===== config.mk =====
export PLATFORM = sky130hd
export DESIGN_NAME = aart_fifo
export DESIGN_NICKNAME = d
export VERILOG_FILES = /design/src/rtl/core/aart_pkg.sv /design/src/rtl/core/aart_fifo.sv
export SDC_FILE = /design/constraint.sdc
export NUM_CORES = 1
export LEC_CHECK = 0
export BUFFER_PORTS_ARGS = -buffer_cell sky130_fd_sc_hd__clkbuf_2
export CAP_MARGIN = 30
export CORE_UTILIZATION = 30
export CTS_BUF_LIST = sky130_fd_sc_hd__clkbuf_16
export DETAILED_ROUTE_END_ITERATION = 10
export PLACE_DENSITY = 0.5
export SLEW_MARGIN = 0
export SYNTH_ARGS = -nofsm -noshare
export SYNTH_HDL_FRONTEND = slang
export SYNTH_SLANG_ARGS = --single-unit

===== constraint.sdc =====
create_clock -name clk -period 8.35 [get_ports clk]
set_clock_uncertainty 0.15 [all_clocks]
set_input_delay 1.2525 -clock clk [delete_from_list [all_inputs] [get_ports clk]]
set_output_delay 1.2525 -clock clk [all_outputs]
set_load 0.005 [all_outputs]

===== src/rtl/core/aart_pkg.sv =====
`default_nettype none
// ----------------------------------------------------------------------------
// aart_pkg: shared types and constants for the axis-angle transform block
// Item bundles, fixed-point constants, arctangent table and saturation.
// ----------------------------------------------------------------------------
package aart_pkg;

	localparam int MATRIX_DIM_DEF    = 4;
	localparam int CORDIC_STAGES_DEF = 16;
	// power of two, pointers wrap freely
	localparam int QUEUE_DEPTH       = 4;

	// CORDIC x/y width (Q30 plus headroom) and angle accumulator width (Q24 degrees)
	localparam int CW = 33;
	localparam int ZW = 34;

	localparam logic signed [CW-1:0] CORDIC_GAIN = 33'sd652032874;
	localparam logic signed [33:0]   ONE_Q30     = 34'sd1073741824;
	localparam logic signed [31:0]   ONE_Q16     = 32'sd65536;

	// angle limits in Q9.16 degrees, one bit wider than the input field
	localparam logic signed [26:0] DEG360 = 27'sd23592960;
	localparam logic signed [26:0] DEG180 = 27'sd11796480;
	localparam logic signed [26:0] DEG90  = 27'sd5898240;

	typedef struct packed {
		logic signed [31:0] cx;
		logic signed [31:0] cy;
		logic signed [31:0] cz;
		logic signed [15:0] al;
		logic signed [15:0] am;
		logic signed [15:0] an;
		logic signed [31:0] sx;
		logic signed [31:0] sy;
		logic signed [31:0] sz;
	} geom_t;

	typedef struct packed {
		geom_t              g;
		logic signed [CW-1:0] c;
		logic signed [CW-1:0] s;
	} trig_t;

	// atan(2^-i) in degrees * 2^24, rounded to nearest
	function automatic logic signed [ZW-1:0] atan_q24(input int i);
		logic signed [ZW-1:0] r;
		case (i)
			0:  r = 34'sd754974720;
			1:  r = 34'sd445687602;
			2:  r = 34'sd235489088;
			3:  r = 34'sd119537938;
			4:  r = 34'sd60000934;
			5:  r = 34'sd30029717;
			6:  r = 34'sd15018523;
			7:  r = 34'sd7509720;
			8:  r = 34'sd3754917;
			9:  r = 34'sd1877466;
			10: r = 34'sd938734;
			11: r = 34'sd469367;
			12: r = 34'sd234684;
			13: r = 34'sd117342;
			14: r = 34'sd58671;
			15: r = 34'sd29335;
			16: r = 34'sd14668;
			17: r = 34'sd7334;
			18: r = 34'sd3667;
			19: r = 34'sd1833;
			20: r = 34'sd917;
			21: r = 34'sd458;
			22: r = 34'sd229;
			23: r = 34'sd115;
			24: r = 34'sd57;
			25: r = 34'sd29;
			26: r = 34'sd14;
			27: r = 34'sd7;
			28: r = 34'sd4;
			29: r = 34'sd2;
			30: r = 34'sd1;
			default: r = 34'sd0;
		endcase
		return r;
	endfunction

	// clamp to the signed 32-bit range
	function automatic logic signed [31:0] sat32(input logic signed [47:0] v);
		logic signed [31:0] r;
		if (v > 48'sd2147483647)
			r = 32'sh7fffffff;
		else if (v < -48'sd2147483648)
			r = 32'sh80000000;
		else
			r = v[31:0];
		return r;
	endfunction

endpackage
`default_nettype wire


===== src/rtl/core/aart_fifo.sv =====
`default_nettype none
// ----------------------------------------------------------------------------
// aart_fifo: short queue between the front and the back
// Holds items with their cosine and sine until the back takes them.
// ----------------------------------------------------------------------------
module aart_fifo (
	input  wire                   clk,
	input  wire                   arst_n,
	input  wire                   push_valid,
	output logic                  push_stall,
	input  wire aart_pkg::trig_t  push_data,
	output logic                  pop_valid,
	input  wire                   pop_stall,
	output aart_pkg::trig_t       pop_data
);
	localparam int D  = aart_pkg::QUEUE_DEPTH;
	localparam int AW = $clog2(D);
	localparam int NW = $clog2(D + 1);

	aart_pkg::trig_t mem [D];
	logic [AW-1:0]   wr_q, rd_q;
	logic [NW-1:0]   cnt_q;
	logic            push, pop;

	assign push_stall = (cnt_q == NW'(D));
	assign pop_valid  = (cnt_q != '0);
	assign push       = push_valid && !push_stall;
	assign pop        = pop_valid && !pop_stall;
	assign pop_data   = mem[rd_q];

	// track pointers and fill level
	always_ff @(posedge clk or negedge arst_n) begin
		if (!arst_n) begin
			wr_q  <= '0;
			rd_q  <= '0;
			cnt_q <= '0;
		end else begin
			if (push)
				wr_q <= wr_q + 1'b1;
			if (pop)
				rd_q <= rd_q + 1'b1;
			if (push && !pop)
				cnt_q <= cnt_q + 1'b1;
			else if (pop && !push)
				cnt_q <= cnt_q - 1'b1;
		end
	end

	// store the item
	always_ff @(posedge clk) begin
		if (push)
			mem[wr_q] <= push_data;
	end

endmodule
`default_nettype wire


### Word-level counts from Yosys, hierarchy flattened

Memory sizes are Yosys's and may differ from the RTL's.
Index checks and enable logic that the tools add are counted.
W data, S select, Z words.

* register bits after elaboration: 7
* RAM bits: 1224
* memories kept: 1

* equality and inequality tests: 1
* reductions and logical operators: 10
* mux-type cells: 4
* add/subtract/negate cells: 4

Memories
* mem: depth 4, width 306, read ports 1, clocked after memory_dff 0, wr ports 1, RTL line aart_fifo.sv:20 `aart_pkg::trig_t mem [D];`

Operators by type and width (number)
* $mux W3: 2
* $add A2 B1 Y2 const B: 2
* $logic_and A1 B1 Y1: 4
* $logic_not A1 Y1: 4
* $add A3 B1 Y3 const B: 1
* $eq A3 B3 Y1 const B: 1
* $reduce_bool A3 Y1: 1
* $sub A3 B1 Y3 const B: 1
* $mux W1: 2
* $reduce_bool A2 Y1: 1

### Depth between registers and ports, before layout

Gate-level depths: netlist of the first run.

* depth after elaboration: 7
* mapped depth: 9
* mapped depth without buffers: 8

### Least setup slack after synthesis of the first run

No wires, ideal clock.

* kind: input to register
* from: input port push_valid
* to: memory mem[0][0] (netlist name), enable pin
* setup slack: -1068 ps
* stages: 3
* data arrival time: 8561 ps
* cells stage by stage: nor2b_1 -> clkbuf_1 -> and2_1

* cells in the longest elaborated chain, start to end: 3

RTL lines
* start, declared: RTL line aart_fifo.sv:9 `input wire push_valid,`
* $logic_and A1 B1 Y1: RTL line aart_fifo.sv:27 `assign push = push_valid && !push_stall;`
* net push: RTL line aart_fifo.sv:23 `logic push, pop;`
* $mux W1: RTL line aart_fifo.sv:51 `if (push)`
* $mux W1 (implied by the code): RTL line aart_fifo.sv:52 `mem[wr_q] <= push_data;`
* end, declared: RTL line aart_fifo.sv:20

The timed path passes the listed nets, and every way through them passes these cells.

==> results.sh, run 1 <==
export IMPL_status="completed"
export IMPL_crit_arrival_ns=3.35
export IMPL_root_buffer="sky130_fd_sc_hd__clkbuf_16"
export IMPL_origin_of_the_critical_flop_to_flop_path="cnt_q[2]$_DFFE_PN0P_"
export IMPL_timing_final_setup_violations=0
export IMPL_number_of_antenna_violations_at_the_first_check_in_global_routing=20
export IMPL_gp_congestion=0.7142
export IMPL_yosys_cell_count_top_type="sky130_fd_sc_hd__edfxtp_1"
export IMPL_max_rail_drop_vdd_v=0.0002437
export IMPL_power_per_cell_area_mw_per_mm2=356.9
export IMPL_post_cts_repair_setup_buffers=0
export IMPL_syn_nets=1950
export IMPL_final_period_utilization_pct=56.89
export IMPL_grtUsageTotal_pct=13.20
export IMPL_timing_critical_path_from_type="flip-flop"
export IMPL_synth_warnings=0
export IMPL_drt_wl_total_mm=99.49
export IMPL_flow_area_growth_from_synthesis_pct=21.58
export IMPL_route_detailed_vias_per_inst=4.550
export IMPL_cpPeakStageDelay_ns=0.70
export IMPL_detailedPlacementHpwl_mm=60.38
export IMPL_ff_latch_area_mm2=0.03694
export IMPL_total_stage_count_of_the_critical_path=4
export IMPL_tritoncts_clock_tree="built"
export IMPL_final_setup_tns_ns=0
export IMPL_reg2regPathDepth=5
export IMPL_port_buffers=617
export IMPL_global_route_wire_length_before_repair_mm=146.4
export IMPL_filler_cell_count=13340
export IMPL_synthesis_instances=1634
export IMPL_synthDominantCellAreaShare_pct=82.58
export IMPL_synth_edff_count=1224
export IMPL_worst_r2r_setup_slack_ns=4.88
export IMPL_initial_utilization_pct=30.39
export IMPL_clock_sink_count=1231
export IMPL_finalHoldViolCount=0
export IMPL_layout_nets=2657
export IMPL_final_critical_path_setup_slack_ns=3.600
export IMPL_clk_path_buf_depth=3
export IMPL_cts_inserted_buffers=136
export IMPL_worstSetupPathType="reg -> out"
export IMPL_largest_net_degree_at_the_start_of_global_routing=127
export IMPL_cts_clk_slew_worst_paths_ns=0.05
export IMPL_placementRows=140
export IMPL_final_layout_size_suffix_gt1_share_pct=46.40
export IMPL_max_freq_mhz=210.5
export IMPL_rr_endpoint="mem[2][294]$_DFFE_PP_"
export IMPL_synth_largest_area_cell="sky130_fd_sc_hd__edfxtp_1"
export IMPL_seq_area_frac_synth_pct=82.97
export IMPL_cpMaxStageDelayCell="sky130_fd_sc_hd__dfrtp_4"
export IMPL_leak_pwr_nw=18.26
export IMPL_worstSkewPairLatency_ns=0.73
export IMPL_final_util_pct=36.95
export IMPL_rsz_0062_raised_after_global_routing="no"
export IMPL_drt_antenna_violating_nets=0
export IMPL_drt_initial_drc_count=1009
export IMPL_routed_wire_length_per_instance_um=22.87
export IMPL_timing_max_cap_violations=0
export IMPL_postSynthAreaPerCell_um2=27.24
export IMPL_async_flop_share_pct=0.5686
export IMPL_drt_pass_1_iters=4
export IMPL_fp_coreArea_mm2=0.1464
export IMPL_worst_ep_required_time_ns=6.95
export IMPL_tightestPinTransition_ns=1.239
export IMPL_die_footprint_mm2=0.1499
export IMPL_finalMaxSlewViolations=0
export IMPL_synth_top_cells_by_area="sky130_fd_sc_hd__edfxtp_1 83%, sky130_fd_sc_hd__mux4_2 15%, sky130_fd_sc_hd__buf_2 0.42%"
export IMPL_globalRouteOverflowTotal=0
export IMPL_chipHeight_um=387.2
export IMPL_ys_top_cells_by_count="1224 x sky130_fd_sc_hd__edfxtp_1, 306 x sky130_fd_sc_hd__mux4_2, 37 x sky130_fd_sc_hd__buf_2, 14 x sky130_fd_sc_hd__buf_6, 10 x sky130_fd_sc_hd__buf_4"
export IMPL_netlist_area_mm2=0.04451
export IMPL_period_needed_ns=4.750
export IMPL_post_cts_resized_instances=0
export IMPL_synth_main_ff_cell="sky130_fd_sc_hd__edfxtp_1"
export IMPL_relSlewSlack_pct=17.40
export IMPL_critPathTopFamily="buffers and inverters"
export IMPL_ys_seq_elements=1231
export IMPL_cp_cell_sequence="buf_16, buf_12, mux4_2, clkbuf_2"
export IMPL_io_pins=618
export IMPL_h_tree_depth=4
export IMPL_drc=0
export IMPL_synth_distinct_cells=22
export IMPL_report_power_total_mw=19.31
export IMPL_critical_path_n_buffers_inverters=3
export IMPL_dr_total_vias=19800
export IMPL_number_of_global_route_vias_before_repair=21490
export IMPL_preCtsSetupSlack_ns=3.843
export IMPL_cts_hold_buffers=0
export IMPL_setup_worst_path_end_class="primary output"
export IMPL_worstPathMaxFanout=93
export IMPL_multiInputGateArea_mm2=0.007126
export IMPL_die_width_um=387.2
export IMPL_hold_path_class="in -> async"
cells by family (layout without fill, tap and decap cells):
| family | after synthesis | count (layout) | synth area share, % |
|---|---|---|---|
| muxes | 308 | 308 | 15.53 |
| and+or+nand+nor | 10 | 10 | 0.1490 |
| adders and majority gates | 6 | 6 | 0.1855 |
| DFF | 1231 | 1231 | 82.97 |
| xor gates and xnor gates | 6 | 6 | 0.1181 |
| buffers and inverters | 73 | 870 | 1.040 |
| other | 0 | 3 | 0 |
per-stage QoR:
| step | hold WS, ns | cells | area, um2 |
|---|---|---|---|
| after global routing | 0.1587 | 4350 | 54110 |
| after detailed placement | 0.3397 | 4120 | 49950 |
| after CTS | 0.1339 | 4348 | 54100 |
| after global placement | 0.3232 | 4116 | 49840 |
| final | 0.2013 | 4351 | 54110 |
| after floorplan | 0.3060 | 1634 | 44510 |
area by class of cell:
cell class,count,area share [%]
clock inverters,85,1.073
well taps,1917,4.433
clock buffers,143,6.613
multi-input cells,330,13.17
repair buffers,638,6.410
inverters,4,0.02775
flip-flops and latches,1231,68.26
diodes,3,0.01387
state kept, by name, summed over array words and instances, names as in the netlist:
register,cells
wr_q,2
rd_q,2
mem,1224
cnt_q,3
cells in the final DEF, fill, tap and decap left out:
master,instances
sky130_fd_sc_hd__and2_4,4
sky130_fd_sc_hd__buf_12,13
sky130_fd_sc_hd__buf_16,3
sky130_fd_sc_hd__buf_4,5
sky130_fd_sc_hd__bufinv_16,6
sky130_fd_sc_hd__clkbuf_16,143
sky130_fd_sc_hd__clkbuf_2,617
sky130_fd_sc_hd__clkinv_1,20
sky130_fd_sc_hd__clkinv_2,14
sky130_fd_sc_hd__clkinv_4,1
sky130_fd_sc_hd__clkinv_8,4
sky130_fd_sc_hd__clkinvlp_4,3
sky130_fd_sc_hd__dfrtp_1,5
sky130_fd_sc_hd__dfrtp_4,2
sky130_fd_sc_hd__diode_2,3
sky130_fd_sc_hd__edfxtp_1,1224
sky130_fd_sc_hd__fa_1,1
sky130_fd_sc_hd__ha_1,5
sky130_fd_sc_hd__inv_1,37
sky130_fd_sc_hd__inv_6,4
sky130_fd_sc_hd__mux2_1,1
sky130_fd_sc_hd__mux2_2,1
sky130_fd_sc_hd__mux4_2,306
sky130_fd_sc_hd__nor2_1,1
sky130_fd_sc_hd__nor2b_1,1
sky130_fd_sc_hd__nor3_1,1
sky130_fd_sc_hd__nor3b_1,1
sky130_fd_sc_hd__nor3b_2,1
sky130_fd_sc_hd__or2_2,1
sky130_fd_sc_hd__xnor2_1,3
sky130_fd_sc_hd__xor2_1,3
where the power goes:
group	switching (mW)	leakage (nW)	internal [mW]
clock network	2.30	2.16	3.26
registers	0.269	11.3	8.18
logic	2.91	4.81	2.40
metal layers:
metal	routed length, um	global-route usage (%)
met5	210	0
met4	2072	3.889
met3	7594	4.933
met2	51000	22.35
met1	38620	15.57
how the worst max path moves through the flow:
stage,start,endpoint,slack [ns]
after global routing,rd_q[0]$_DFFE_PN0P_,pop_data[297],3.29
after CTS,rd_q[0]$_DFFE_PN0P_,pop_data[297],3.40
after floorplan,push_valid,mem[0][0]$_DFFE_PP_,2.38
final,rd_q[0]$_DFFE_PN0P_,pop_data[158],3.60
after detailed placement,push_valid,mem[2][22]$_DFFE_PP_,3.84
after global placement,rd_q[0]$_DFFE_PN0P_,pop_data[294],3.93
(Power assumes the default switching activity.)
==> run 2, diff against run 1 <==
ABC_AREA = 1   (was default)
PLACE_DENSITY = 0.49   (was 0.5)
clock period = 3.8 ns   (was 8.35 ns; I/O delays follow)
==> run 2 against run 1 <==
Effect of this change: first-iteration DRC count rose by 66%; worst hold slack worse by 0.0054 ns; final area is 14% higher; register-to-register slack got worse by 3.5 ns; via count grew 51%; routed wire length is 22% higher; clock power rose by 130%; critical endpoint is now pop_data[14]; largest cell class unchanged; final cell count grew 58%; largest power group unchanged; core utilization is 1.0 points higher.
==> results.sh, run 2 <==
export IMPL_route_detailed_vias_per_inst=4.364
export IMPL_dr_total_vias=29920
export IMPL_cts_inserted_buffers=139
export IMPL_final_setup_tns_ns=0
export IMPL_switching_share_pct=34.84
export IMPL_synth_main_ff_cell="sky130_fd_sc_hd__edfxtp_1"
export IMPL_timing_final_setup_violations=0
export IMPL_cpPeakStageDelay_ns=0.66
export IMPL_synth_warnings=0
export IMPL_synthesis_instances=3630
export IMPL_finalMaxSlewViolations=0
export IMPL_tritoncts_clock_tree="built"
export IMPL_groute_layer_met3_usage_pct=4.199
export IMPL_routed_wire_length_per_instance_um=17.65
export IMPL_share_clk_of_total_power_pct=27.3
export IMPL_largest_net_degree_at_the_start_of_global_routing=114
export IMPL_placementRows=148
export IMPL_detailedPlacementHpwl_mm=74.52
export IMPL_finalHoldViolCount=0
export IMPL_worst_r2r_setup_slack_ns=1.39
export IMPL_drt_wl_total_mm=121.0
export IMPL_netlist_area_mm2=0.04920
export IMPL_async_flop_share_pct=0.5686
export IMPL_leak_pwr_nw=24.69
export IMPL_postSynthAreaPerCell_um2=13.55
export IMPL_largest_register="mem"
export IMPL_layout_nets=4884
export IMPL_synth_largest_area_cell="sky130_fd_sc_hd__edfxtp_1"
export IMPL_layout_cells_most_common_list="1224 x sky130_fd_sc_hd__edfxtp_1, 933 x sky130_fd_sc_hd__nand2_1, 663 x sky130_fd_sc_hd__inv_1"
export IMPL_timing_critical_path_from_type="flip-flop"
export IMPL_report_power_total_mw=46.32
export IMPL_relSlewSlack_pct=41.55
export IMPL_seq_area_frac_synth_pct=75.07
export IMPL_synth_edff_count=1224
export IMPL_number_of_global_route_vias_before_repair=29010
export IMPL_drt_antenna_violating_nets=0
export IMPL_max_freq_mhz=285.2
export IMPL_flow_area_growth_from_synthesis_pct=25.72
export IMPL_final_period_utilization_pct=92.27
export IMPL_post_route_cell_area_mm2=0.06185
export IMPL_gp_congestion=0.7538
export IMPL_pwr_share_comb_pct=33.1
export IMPL_global_route_wire_length_before_repair_mm=179.7
export IMPL_initial_utilization_pct=30.22
export IMPL_synthDominantCellAreaShare_pct=74.71
export IMPL_worstPathMaxFanout=48
export IMPL_final_layout_size_suffix_gt1_share_pct=18.91
export IMPL_timing_max_cap_violations=0
export IMPL_drc=0
export IMPL_worstSetupPathType="reg -> out"
export IMPL_cpMaxStageDelayCell="sky130_fd_sc_hd__dfrtp_4"
export IMPL_cp_cell_sequence="inv_8, buf_4, o211ai_1, nand2_1, clkbuf_2"
export IMPL_yosys_cell_count_top_type="sky130_fd_sc_hd__edfxtp_1"
export IMPL_hold_path_class="in -> async"
export IMPL_globalRouteOverflowTotal=0
export IMPL_root_buffer="sky130_fd_sc_hd__clkbuf_16"
export IMPL_power_frac_seq_pct=39.6
export IMPL_drt_initial_drc_count=1679
export IMPL_worst_ep_required_time_ns=3.08
export IMPL_status="completed"
export IMPL_cts_clk_slew_worst_paths_ns=0.06
export IMPL_total_switching_power_mw=16.14
export IMPL_setup_worst_path_end_class="primary output"
export IMPL_io_pins=618
export IMPL_ys_seq_elements=1231
export IMPL_placedInstanceArea_mm2=0.05443
export IMPL_smallest_hold_slack_ns=0.1959
export IMPL_syn_nets=3946
export IMPL_max_rail_drop_vdd_v=0.0004582
export IMPL_origin_of_the_critical_flop_to_flop_path="cnt_q[0]$_DFFE_PN0P_"
export IMPL_highest_utilization_routing_layer_at_the_global_route_stage="met2"
export IMPL_drt_pass_1_iters=5
export IMPL_clk_path_buf_depth=3
export IMPL_synth_top_cells_by_area="sky130_fd_sc_hd__edfxtp_1 75%, sky130_fd_sc_hd__o211ai_1 9.2%, sky130_fd_sc_hd__nand2_1 7.1%"
export IMPL_final_util_pct=38.00
export IMPL_reg2regPathDepth=5
export IMPL_rr_endpoint="mem[3][287]$_DFFE_PP_"
export IMPL_grtUsageTotal_pct=14.41
export IMPL_met1_usage_pct=18.16
export IMPL_post_cts_resized_instances=0
export IMPL_gr_usage_met2_pct=23.60
export IMPL_h_tree_depth=4
export IMPL_die_width_um=407.0
export IMPL_rsz_0062_raised_after_global_routing="no"
export IMPL_crit_arrival_ns=2.79
export IMPL_clock_sink_count=1231
export IMPL_chipHeight_um=407.0
export IMPL_largest_register_ffs=1224
export IMPL_fp_coreArea_mm2=0.1628
export IMPL_period_needed_ns=3.506
export IMPL_worstSkewPairLatency_ns=0.75
export IMPL_number_of_antenna_violations_at_the_first_check_in_global_routing=18
export IMPL_power_per_cell_area_mw_per_mm2=749.0
export IMPL_synth_distinct_cells=18
export IMPL_largest_registers_in_the_final_layout="mem (1224), cnt_q (3)"
export IMPL_ys_top_cells_by_count="1224 x sky130_fd_sc_hd__edfxtp_1, 934 x sky130_fd_sc_hd__nand2_1, 627 x sky130_fd_sc_hd__inv_1, 606 x sky130_fd_sc_hd__o211ai_1, 94 x sky130_fd_sc_hd__buf_6"
export IMPL_design_internal_power_mw=30.19
export IMPL_die_footprint_mm2=0.1656
export IMPL_tightestPinTransition_ns=0.8767
export IMPL_port_buffers=617
export IMPL_commonest_non_fill_non_tap_cell_in_the_layout="sky130_fd_sc_hd__edfxtp_1"
## run 2: area by class of cell
class / instances / area, um2
flip-flops and latches: 1231 / 36930
inverters: 629 / 2376
repair buffers: 1000 / 7162
clock buffers: 145 / 3628
clock inverters: 97 / 668.1
well taps: 2175 / 2721
multi-input cells: 1567 / 8329
fillers: 15520 / 100900
diodes: 12 / 30.03
## run 2: logic make-up after synthesis
| kind of cell | share of synthesized area, % |
|---|---|
| buffers and inverters | 8.088 |
| flip-flops | 75.07 |
| XOR/XNOR | 0.01781 |
| AND/OR/NAND/NOR | 7.248 |
| adder cells (fa/ha/maj) | 0.1679 |
| AO/OA/AOI/OAI | 9.410 |
## run 2: how the worst max path moves through the flow
stage,slack (ns),startpoint,depth (start not counted),endpoint
2_1_floorplan,-2.00,cnt_q[0]$_DFFE_PN0P_,4,mem[0][0]$_DFFE_PP_
5_1_grt,0.11,rd_q[1]$_DFFE_PN0P_,5,pop_data[256]
4_1_cts,0.16,rd_q[1]$_DFFE_PN0P_,5,pop_data[16]
3_3_place_gp,1.10,rd_q[1]$_DFFE_PN0P_,5,pop_data[253]
6_report,0.29,rd_q[1]$_DFFE_PN0P_,5,pop_data[14]
3_5_place_dp,1.05,rd_q[1]$_DFFE_PN0P_,5,pop_data[16]
## run 2: routing by layer
layer,share of wire (%),up-vias
li1,-,14650
met1,43,14390
met2,48,673
met3,6.4,185
met4,2.6,16
met5,0.092,-
## run 2: critical path: cells and delay by family, from the launching register on
family	cells	cell delay, ns
compound gates	1	0.16
simple gates	1	0.11
buf+inv	3	0.98
flops	1	0.66
## run 2: what timing repair did
action,CTS,global route
hold buffers,309,0
endpoints found under the hold margin,1234,0
buffers inserted,0,0
## run 2: metrics by stage
| step | cells | worst slack, ns |
|---|---|---|
| 6_report | 6856 | 0.2938 |
| 5_1_grt | 6854 | 0.1125 |
| 4_1_cts | 6844 | 0.1560 |
| 3_5_place_dp | 6293 | 1.050 |
| 3_3_place_gp | 6293 | 1.095 |
| 2_1_floorplan | 3630 | -2.003 |
## run 2: power groups by stage
| stage | sequential (mW) | clock, mW | combinational (mW) |
|---|---|---|---|
| floorplan | 18.9 | 0 | 9.22 |
| global placement | 18.6 | 0 | 15.4 |
| detailed placement | 18.7 | 0 | 15.4 |
| CTS | 18.4 | 13.0 | 15.8 |
| global route | 18.6 | 13.5 | 17.1 |
| finish | 18.4 | 12.6 | 15.3 |
